### src/hdl/rog_pkg.sv
// Package for the render overload governor: widths, limits and codes.
`default_nettype none
package rog_pkg;

  // Shared multiplier operand and product widths
  localparam int unsigned MulAW = 24;
  localparam int unsigned MulBW = 18;
  localparam int unsigned MulPW = MulAW + MulBW;

  // Window qualification and overload limits
  localparam logic [15:0] FpsFloorQ4    = 16'd384;
  localparam logic [15:0] MinSamples    = 16'd10;
  localparam logic [5:0]  HeadroomMin   = 6'd10;
  localparam logic [5:0]  HeadroomMax   = 6'd40;
  localparam logic [6:0]  PercentFull   = 7'd100;
  localparam logic [17:0] BudgetScale   = 18'd160000;
  localparam logic [17:0] FrameRatioScl = 18'd1600;
  localparam logic [23:0] AvLimitUs     = 24'd50000;
  localparam logic [23:0] P95NonFinite  = 24'hFFFFFF;
  localparam logic [23:0] AvCodeMin     = 24'h800000;
  localparam logic [23:0] AvCodeMax     = 24'h7FFFFF;

  // Register reset values
  localparam logic [3:0] FallbackRst  = 4'd2;
  localparam logic [5:0] HeadroomRst  = 6'd20;
  localparam logic [3:0] ReqOvlRst    = 4'd3;
  localparam logic [7:0] InitWarmRst  = 8'd3;
  localparam logic [7:0] PostWarmRst  = 8'd3;

  // Register indexes
  localparam logic [2:0] RegFallback = 3'd0;
  localparam logic [2:0] RegHeadroom = 3'd1;
  localparam logic [2:0] RegReqOvl   = 3'd2;
  localparam logic [2:0] RegInitWarm = 3'd3;
  localparam logic [2:0] RegPostWarm = 3'd4;

  // Action codes
  localparam logic [1:0] ActNone    = 2'd0;
  localparam logic [1:0] ActDown    = 2'd1;
  localparam logic [1:0] ActDisable = 2'd2;

endpackage
`default_nettype wire

### src/hdl/rog_mul.sv
// Shared multiplier with a registered product.
`default_nettype none
module rog_mul import rog_pkg::*; (
  input  wire logic             clk_i,
  input  wire logic [MulAW-1:0] a_i,
  input  wire logic [MulBW-1:0] b_i,
  output logic      [MulPW-1:0] p_o
);

  logic [MulPW-1:0] p_q;

  always_ff @(posedge clk_i) begin
    p_q <= MulPW'(a_i) * MulPW'(b_i);
  end

  assign p_o = p_q;

endmodule
`default_nettype wire

### src/hdl/render_overload_governor.sv
// Render overload governor: top level with sequencer, state and output register.
// Four sequencer steps run from request acceptance to result valid, sharing one
//   24x18 multiplier: threshold, p95, frames, decide.
// Requests are taken only in idle; the multiplier is reused three times per
//   window, and a held result stalls only the final step.
// Reset (async, active low): registers take their reset values and the
//   governor state is loaded from them; the result register is emptied.
`default_nettype none
module render_overload_governor import rog_pkg::*; (
  input  wire logic         clk_i,
  input  wire logic         rst_ni,
  // playing[0] buffering[1] paused[2] render_samples[18:3] fps_q4[34:19]
  // render_p95_us[58:35] av_sync_us[82:59] dropped_frames[98:83]
  // mistimed_frames[114:99] delayed_frames[130:115], zero pad [135:131]
  input  wire logic [135:0] s_axis_tdata,
  input  wire logic         s_axis_tvalid,
  output logic              s_axis_tready,
  // action[1:0] overloaded[2] fallbacks_left[6:3], zero pad [7]
  output logic [7:0]        m_axis_tdata,
  output logic              m_axis_tvalid,
  input  wire logic         m_axis_tready,
  input  wire logic         cfg_we_i,
  input  wire logic [2:0]   cfg_idx_i,
  input  wire logic [7:0]   cfg_data_i
);

  localparam logic [2:0] StIdle = 3'd0;
  localparam logic [2:0] StThr  = 3'd1;
  localparam logic [2:0] StP95  = 3'd2;
  localparam logic [2:0] StFrm  = 3'd3;
  localparam logic [2:0] StDec  = 3'd4;

  logic [2:0] state_q, state_d;

  // configuration
  logic [3:0] fallback_cnt_q;
  logic [5:0] headroom_q;
  logic [3:0] req_ovl_q;
  logic [7:0] init_warm_q;
  logic [7:0] post_warm_q;

  // governor state
  logic [7:0] warm_q, warm_d;
  logic [3:0] run_q, run_d;
  logic [3:0] fb_q, fb_d;
  logic       last_q, last_d;

  // captured window
  logic        playing_q, buffering_q, paused_q;
  logic [15:0] samples_q, fps_q;
  logic [23:0] p95_q, av_q;
  logic [17:0] frames_q;

  logic [23:0] thr_q;
  logic        ovl_q;

  logic [MulAW-1:0] mul_a;
  logic [MulBW-1:0] mul_b;
  logic [MulPW-1:0] mul_p;

  logic        out_valid_q;
  logic [1:0]  out_act_q;
  logic        out_ovl_q;
  logic [3:0]  out_fb_q;

  logic        in_acc, out_free, dec_go, win_valid, win_ovl, frm_ovl;
  logic [15:0] f_eff;
  logic [23:0] av_mag;
  logic [3:0]  run_inc;
  logic [1:0]  act_d;
  logic [5:0]  hr_clamp;

  assign in_acc   = s_axis_tvalid && s_axis_tready;
  assign out_free = !out_valid_q || m_axis_tready;
  assign dec_go   = (state_q == StDec) && out_free;
  assign s_axis_tready = (state_q == StIdle);

  assign f_eff  = (fps_q < FpsFloorQ4) ? FpsFloorQ4 : fps_q;
  assign av_mag = av_q[23] ? (24'd0 - av_q) : av_q;

  always_comb begin
    case (state_q)
      StThr: begin
        mul_a = MulAW'(PercentFull - {1'b0, headroom_q});
        mul_b = BudgetScale;
      end
      StP95: begin
        mul_a = p95_q;
        mul_b = MulBW'(f_eff);
      end
      // operands held while the decision waits, so the frames product stays put
      StFrm, StDec: begin
        mul_a = MulAW'(frames_q);
        mul_b = FrameRatioScl;
      end
      default: begin
        mul_a = '0;
        mul_b = '0;
      end
    endcase
  end

  rog_mul u_mul (
    .clk_i (clk_i),
    .a_i   (mul_a),
    .b_i   (mul_b),
    .p_o   (mul_p)
  );

  always_comb begin
    case (state_q)
      StIdle:  state_d = in_acc ? StThr : StIdle;
      StThr:   state_d = StP95;
      StP95:   state_d = StFrm;
      StFrm:   state_d = StDec;
      StDec:   state_d = out_free ? StIdle : StDec;
      default: state_d = StIdle;
    endcase
  end

  // frame-count test; product of the frames step is available in StDec
  assign frm_ovl = mul_p > MulPW'(f_eff);
  assign win_ovl = ovl_q || frm_ovl || (p95_q == P95NonFinite) ||
                   (av_q == AvCodeMin) || (av_q == AvCodeMax) ||
                   (av_mag > AvLimitUs);
  assign win_valid = playing_q && !buffering_q && !paused_q &&
                     (samples_q >= MinSamples) && (fps_q != 16'd0);
  assign run_inc = run_q + 4'd1;

  always_comb begin
    warm_d = warm_q;
    run_d  = run_q;
    fb_d   = fb_q;
    last_d = last_q;
    act_d  = ActNone;
    if (!win_valid) begin
      run_d  = '0;
      last_d = 1'b0;
    end else if (warm_q != 8'd0) begin
      warm_d = warm_q - 8'd1;
      run_d  = '0;
      last_d = 1'b0;
    end else begin
      last_d = win_ovl;
      if (!win_ovl) begin
        run_d = '0;
      end else if (run_inc >= req_ovl_q) begin
        run_d  = '0;
        warm_d = post_warm_q;
        if (fb_q != 4'd0) begin
          fb_d  = fb_q - 4'd1;
          act_d = ActDown;
        end else begin
          act_d = ActDisable;
        end
      end else begin
        run_d = run_inc;
      end
    end
  end

  always_comb begin
    if (cfg_data_i[5:0] < HeadroomMin) begin
      hr_clamp = HeadroomMin;
    end else if (cfg_data_i[5:0] > HeadroomMax) begin
      hr_clamp = HeadroomMax;
    end else begin
      hr_clamp = cfg_data_i[5:0];
    end
  end

  always_ff @(posedge clk_i or negedge rst_ni) begin
    if (!rst_ni) begin
      state_q        <= StIdle;
      fallback_cnt_q <= FallbackRst;
      headroom_q     <= HeadroomRst;
      req_ovl_q      <= ReqOvlRst;
      init_warm_q    <= InitWarmRst;
      post_warm_q    <= PostWarmRst;
      warm_q         <= InitWarmRst;
      run_q          <= '0;
      fb_q           <= FallbackRst;
      last_q         <= 1'b0;
      out_valid_q    <= 1'b0;
    end else begin
      state_q <= state_d;
      if (dec_go) begin
        warm_q      <= warm_d;
        run_q       <= run_d;
        fb_q        <= fb_d;
        last_q      <= last_d;
        out_valid_q <= 1'b1;
      end else if (m_axis_tready) begin
        out_valid_q <= 1'b0;
      end
      // user must write in idle, not enforced; any valid index reloads the state
      if (cfg_we_i && (cfg_idx_i <= RegPostWarm) && !dec_go) begin
        run_q  <= '0;
        last_q <= 1'b0;
        warm_q <= (cfg_idx_i == RegInitWarm) ? cfg_data_i : init_warm_q;
        fb_q   <= (cfg_idx_i == RegFallback) ? cfg_data_i[3:0] : fallback_cnt_q;
        case (cfg_idx_i)
          RegFallback: fallback_cnt_q <= cfg_data_i[3:0];
          RegHeadroom: headroom_q     <= hr_clamp;
          RegReqOvl:   req_ovl_q      <= cfg_data_i[3:0];
          RegInitWarm: init_warm_q    <= cfg_data_i;
          RegPostWarm: post_warm_q    <= cfg_data_i;
          default:     ;
        endcase
      end
    end
  end

  always_ff @(posedge clk_i) begin
    if (in_acc) begin
      playing_q   <= s_axis_tdata[0];
      buffering_q <= s_axis_tdata[1];
      paused_q    <= s_axis_tdata[2];
      samples_q   <= s_axis_tdata[18:3];
      fps_q       <= s_axis_tdata[34:19];
      p95_q       <= s_axis_tdata[58:35];
      av_q        <= s_axis_tdata[82:59];
      frames_q    <= 18'(s_axis_tdata[98:83]) + 18'(s_axis_tdata[114:99]) +
                     18'(s_axis_tdata[130:115]);
    end
    if (state_q == StP95) begin
      thr_q <= mul_p[23:0];
    end
    if (state_q == StFrm) begin
      ovl_q <= mul_p > MulPW'(thr_q);
    end
    if (dec_go) begin
      out_act_q <= act_d;
      out_ovl_q <= last_d;
      out_fb_q  <= fb_d;
    end
  end

  assign m_axis_tvalid = out_valid_q;
  assign m_axis_tdata  = {1'b0, out_fb_q, out_ovl_q, out_act_q};

  a_accept_starts: assert property (@(posedge clk_i) disable iff (!rst_ni)
    in_acc |=> (state_q == StThr))
    else $error("accepted request did not start the sequencer");

  a_dec_delivers: assert property (@(posedge clk_i) disable iff (!rst_ni)
    dec_go |=> out_valid_q)
    else $error("decision step did not load a result");

  a_disable_empty: assert property (@(posedge clk_i) disable iff (!rst_ni)
    (out_valid_q && out_act_q == ActDisable) |-> (out_fb_q == 4'd0))
    else $error("disable issued with fallbacks left");

  a_act_overload: assert property (@(posedge clk_i) disable iff (!rst_ni)
    (out_valid_q && out_act_q != ActNone) |-> out_ovl_q)
    else $error("action on a window not judged overloaded");

  a_headroom_range: assert property (@(posedge clk_i) disable iff (!rst_ni)
    (state_q == StThr) |-> (headroom_q >= HeadroomMin && headroom_q <= HeadroomMax))
    else $error("headroom outside clamp range");

endmodule
`default_nettype wire
### config.mk
export PLATFORM = sky130hd
export DESIGN_NAME = render_overload_governor
export DESIGN_NICKNAME = d
export VERILOG_FILES = /design/src/hdl/rog_pkg.sv /design/src/hdl/rog_mul.sv /design/src/hdl/render_overload_governor.sv
export SDC_FILE = /design/constraint.sdc
export NUM_CORES = 1
export LEC_CHECK = 0
export ABC_AREA = 0
export BUFFER_PORTS_ARGS = -buffer_cell sky130_fd_sc_hd__buf_2
export CORE_UTILIZATION = 61
export CTS_CLUSTER_DIAMETER = 120
export DETAILED_ROUTE_END_ITERATION = 10
export PLACE_DENSITY = 0.79
export RECOVER_POWER = 50
export SYNTH_ARGS = -nofsm -noshare
export SYNTH_HDL_FRONTEND = slang
export SYNTH_SLANG_ARGS = --single-unit
export TNS_END_PERCENT = 10
### constraint.sdc
create_clock -name clk_i -period 9 [get_ports clk_i]
set_input_delay 0.9 -clock clk_i [delete_from_list [all_inputs] [get_ports clk_i]]
set_output_delay 0.9 -clock clk_i [all_outputs]
set_load 0.01 [all_outputs]
======== Word-level counts from Yosys, hierarchy flattened ========
Cells that the tools add are included.
storage, ports and cells
  register bits after elaboration ......... 225
  bits of input ports ..................... 152
operators by class
  equal/unequal tests ..................... 11
  order comparisons ....................... 9
  $add $sub $neg .......................... 7
  multiplexer cells ....................... 33
  bitwise logic cells ..................... 3
  reduce and logical (&&, ||, !) cells .... 35
  $mul .................................... 1
operator list
  cell                                                                                   number
  24-bit one-hot mux with 3 select lines                                                 1
  4-bit 2-to-1 mux                                                                       14
  8-bit 2-to-1 mux                                                                       7
  18-bit one-hot mux with 3 select lines                                                 1
  24-bit equality test (second input constant)                                           2
  42-bit by 16-bit greater-than comparator with 1-bit output                             1
  42-bit by 24-bit greater-than comparator with 1-bit output                             1
  24-bit by 18-bit multiplier with 42-bit output                                         1
  24-bit by 23-bit equality test with 1-bit output (second input constant)               1
  24-bit by 16-bit greater-than comparator with 1-bit output (second input constant)     1
  24-bit 2-to-1 mux                                                                      1
  1-bit by 24-bit subtractor with 24-bit output (first input constant)                   1
  17-bit by 16-bit adder with 18-bit output                                              1
  16-bit by 16-bit adder with 17-bit output                                              1
  16-bit by 4-bit greater-or-equal comparator with 1-bit output (second input constant)  1
  16-bit by 9-bit less-than comparator with 1-bit output (second input constant)         1
  16-bit 2-to-1 mux                                                                      1
  16-bit nonzero test                                                                    1
  3-bit one-hot mux with 5 select lines                                                  1
  3-bit by 2-bit equality test with 1-bit output (second input constant)                 4
  6-bit 2-to-1 mux                                                                       2
  1-bit logical AND                                                                      8
  8-bit nonzero test                                                                     1
  7-bit by 6-bit subtractor with 8-bit output (first input constant)                     1
  other kinds (23)                                                                       44

======== Logic depth before layout (Yosys ltp) ========
  word-level depth ........................ 13
  depth in mapped cells ................... 30
  gate-level depth less buffers ........... 29

======== Hierarchy ========
Synthesis repeated with hierarchy kept, for this count alone.
second synthesis, totals
  cell total of the unflattened synthesis .. 2493
  area, all modules ....................... 24519.8 µm²
by module, submodules not included
  module                    cells an instance  area an instance (µm²)  instances
  rog_mul                   1662               14701.6                 1
  render_overload_governor  831                9818.2                  1

======== Worst setup path after synthesis ========
No wires, ideal clock.
  path kind ............................... register to register
  start ................................... register state_q[2]
  end ..................................... register u_mul.p_q[41], in the netlist u_mul.p_o[41]
  period minus slack after synthesis ...... 7963 ps
  stages on the path, launching flop included .. 29
  path buffers ............................ 2
  data arrival time ....................... 7846 ps
  slack ................................... 1037 ps
  data required time ...................... 8883 ps
  path through ............................ dfrtp_1 nor2_1 nand2_1 inv_1 clkbuf_1 buf_1 nand2_1 nor2_1 fa_1 inv_1 fa_1 inv_1 ha_1 ha_1 inv_1 fa_1 inv_1 fa_1 ha_1 a21o_1 or3_1 o211a_1 o2111a_1 o31ai_4 a21boi_2 o31a_1 a311o_1 o21a_1 xnor2_1
between the ends
  word-level cells in the longest chain between the ends .. 4
  elaborated cells between the ends (all ways) .. 8
  classes of those cells .................. mul: 1; eq/ne: 4; mux: 2; reduce/logical: 1
ends and longest elaborated chain
  item                                                                                                     RTL line                         source
  from (decl)                                                                                              render_overload_governor.sv:33   logic [2:0] state_q, state_d;
  from (signal assigned)                                                                                   render_overload_governor.sv:174  state_q <= StIdle;
  from (signal assigned)                                                                                   render_overload_governor.sv:186  state_q <= state_d;
  3-bit equality test / 3-bit by 2-bit equality test with 1-bit output (equally long branches)             render_overload_governor.sv:82   case (state_q)
  2-bit OR reduction                                                                                       render_overload_governor.sv:82
  24-bit one-hot mux with 3 select lines / 18-bit one-hot mux with 3 select lines (equally long branches)  render_overload_governor.sv:82
  24-bit by 18-bit multiplier with 42-bit output *                                                         rog_mul.sv:13                    p_q <= MulPW'(a_i) * MulPW'(b_i);
  to (signal assigned)                                                                                     rog_mul.sv:13
  to (decl)                                                                                                rog_mul.sv:10                    logic [MulPW-1:0] p_q;
Every way passes the cells marked *; elsewhere a longest branch is shown, timed or not.
A chain may end at the register's enable or synchronous reset.

======== Final worst setup path ========
Same ends and word-level chain as after synthesis.

==> key figures <==
Routing
  • Final ANT Viol Nets: 0
  • Via/cell ratio: 5.78
  • Drt pass-1 iters: 5
  • Drt initial violations: 1,491
  • DRC: 0
  • Vias: 17,700
  • Average wire per standard cell: 19.1 um
  • WL final: 58,700 um

Setup path
  • Reg2reg start: state_q[2]
  • Startpoint Class: register
  • R2r setup slk: 0.48 ns
  • Worst Setup Path Type: register to register
  • Critical Path End: u_mul.p_o[41]
  • Slowest cell on the critical path: a21oi_1
  • Crit path required time: 9.44 ns
  • Critical Path Start: state_q[2]
  • CP arrival: 8.96 ns
  • Worst path bufs/invs: 4
  • Family with the most delay on the worst path: adder cells
  • Critical path endpoint category: register
  • Max stage delay on crit path: 0.73 ns
  • CP Depth: 25
  • Most frequent CP cell: fa_1
  • R2r worst-path depth: 25
  • R2R Path End: u_mul.p_o[41]
  • Crit-path max FO: 38

Synth
  • Yosys warns: 0
  • Synth Instances: 2,378
  • Asr flop ratio synth: 22.3%
  • Ys flop type: edfxtp_1
  • Post-Syn Area: 23,400 um2
  • Sequential fraction of the synthesis area: 25.9%
  • Post-synth EDFFs: 132
  • Mapped Avg Cell Area: 9.84 um2
  • Netlist cell types: 83
  • Flops & latches, synth: 224

Place
  • GPL Wtd Cong: 0.971
  • Detail Placement HPWL: 47,800 um
  • Input/output buffers: 154
  • Dpl ws: 0.615 ns

Floorplan
  • Total core area: 37,800 um2
  • Initial core utilization: 62.0%
  • IO Count: 162
  • Die Wd: 198 um
  • Die Ht: 198 um
  • Row count: 71
  • Die area: 39,200 um2

Run status
  • Violated checks: max-capacitance violations, max-slew violations
  • Outcome: finished, violations left

Clock tree
  • CTS tree: yes
  • Num Clock Sinks: 224
  • Clock transition at path regs: 0.06 ns
  • Total CTS buffers: 25
  • Post-CTS Setup Bufs: 0
  • Clk_lat worst skew: 0.56 ns
  • Clock root buffer: clkbuf_16
  • Clock Path Buffers: 3
  • Hold_buf cts: 0
  • # H-tree levels: 1

Layout
  • Synth-to-layout area growth: 9.80%
  • Final Util: 68.1%
  • Layout cells sized above 1: 10.8%
  • Most common cell after layout, fill and taps aside: inv_1
  • # fillers: 2,859
  • Most frequent cells in the layout: inv_1 (466), fa_1 (346), nand2_1 (276)
  • Layout Nets: 3,232

Flow run
  • Max cap viols: 2

Timing
  • Max frequency: 0.117 GHz
  • Clk_skew: 0.0136 ns
  • Endpoints failing setup: 0
  • Slew margin rel.: -85.3%
  • Final TNS setup: 0 ns
  • Final hold violation count: 0
  • Worst Hold Slack: 0.433 ns
  • Min setup slack post-route: 0.481 ns
  • Measured slew at the worst slew-check pin: 2.78 ns
  • Final worst-path cycle share: 94.7%
  • Slew Limit Fails: 96
  • Tmin final: 8.52 ns
  • RSZ-0062 raised after global routing: no

GRT
  • Initial antenna violation count: 2
  • Vias in the first global route: 18,500
  • Global-route wire length before repair: 93,200 um
  • Global-route usage over all layers: 31.0%
  • Overflow after GRT: 0
  • Pin count of the biggest net entering global routing: 58

Hold path
  • Hold Path Class: register to register
-- routing by layer --
metal | routed length, um | up-vias | track usage, %
met5 | 0 | - | 0
met4 | 2940 | 0 | 14.4
met3 | 5110 | 204 | 6.73
met2 | 28700 | 835 | 52.7
met1 | 21900 | 8736 | 37.7
li1 | - | 7940 | -
-- repair_timing --
action | 4_1_cts | 5_1_grt
gates resized for setup | 0 | 4
endpoints found under the hold margin | 0 | 0
setup endpoints to repair | 0 | 2
-- worst min-delay path by stage --
stage	startpoint	endpoint	slack, ns	cells after the start
CTS	u_mul.p_o[0]	thr_q[0]	0.43	0
detailed placement	u_mul.p_o[0]	thr_q[0]	0.42	0
floorplan	u_mul.p_o[0]	thr_q[0]	0.41	0
finish	u_mul.p_o[0]	thr_q[0]	0.43	0
global placement	u_mul.p_o[0]	thr_q[0]	0.42	0
global route	u_mul.p_o[0]	thr_q[0]	0.44	0
-- kinds of logic after synthesis --
logic type	count (synthesis)	share of synthesized area (%)
flops	224	25.9
mux	33	1.52
buf+inv	545	8.78
xor+xnor	50	1.87
compound gates	303	8.83
other cells	1	0.0160
fa+ha+maj	545	40.2
simple gates	677	12.8
-- metrics by stage --
step / cells / area (um2)
after floorplan: 2395 / 23500
after global placement: 3019 / 24900
after detailed placement: 3019 / 24900
after CTS: 3065 / 25700
after global routing: 3065 / 25700
final: 3066 / 25700
-- sequential cells by signal, indices dropped and copies added (netlist names), 2 cells and up --
register	flops
post_warm_q	8
fb_q	4
run_q	4
out_fb_q	4
samples_q	15
av_q	24
fps_q	16
req_ovl_q	4
thr_q	24
p95_q	24
fallback_cnt_q	4
out_act_q	2
init_warm_q	8
headroom_q	6
warm_q	8
state_q	3
frames_q	18
u_mul.p_o	42
-- cell type report --
| type | instances | area (um2) | share of cell area [%] |
|---|---|---|---|
| Antenna cell | 1 | 2.50 | 0.00974 |
| Clock buffer | 30 | 664 | 2.59 |
| Clock inverter | 16 | 165 | 0.643 |
| Sequential cell | 224 | 6070 | 23.6 |
| Inverter | 469 | 1760 | 6.85 |
| Timing Repair Buffer | 189 | 1030 | 4.02 |
| Tap cell | 511 | 639 | 2.49 |
| Multi-Input combinational cell | 1626 | 15400 | 59.8 |
-- cell usage after synthesis, drive strengths merged (17+ instances only) --
cell	count	share of area, %
inv	468	7.5
fa	346	30
nand2	276	4.4
nor2	231	3.7
ha	199	11
edfxtp	132	17
o21ai	69	1.5
a21oi	67	1.4
clkbuf	66	1.1
dfxtp	42	3.6
xnor2	41	1.5
dfrtp	38	4.1
a21o	32	1.0
nand2b	21	0.56
nand4	21	0.56
mux2	20	0.96
nand3	20	0.43
nor3	20	0.43
a22o	17	0.64
Power is not shown: default switching activity piles up to over one toggle a cycle in this logic, so the estimate is an artifact.
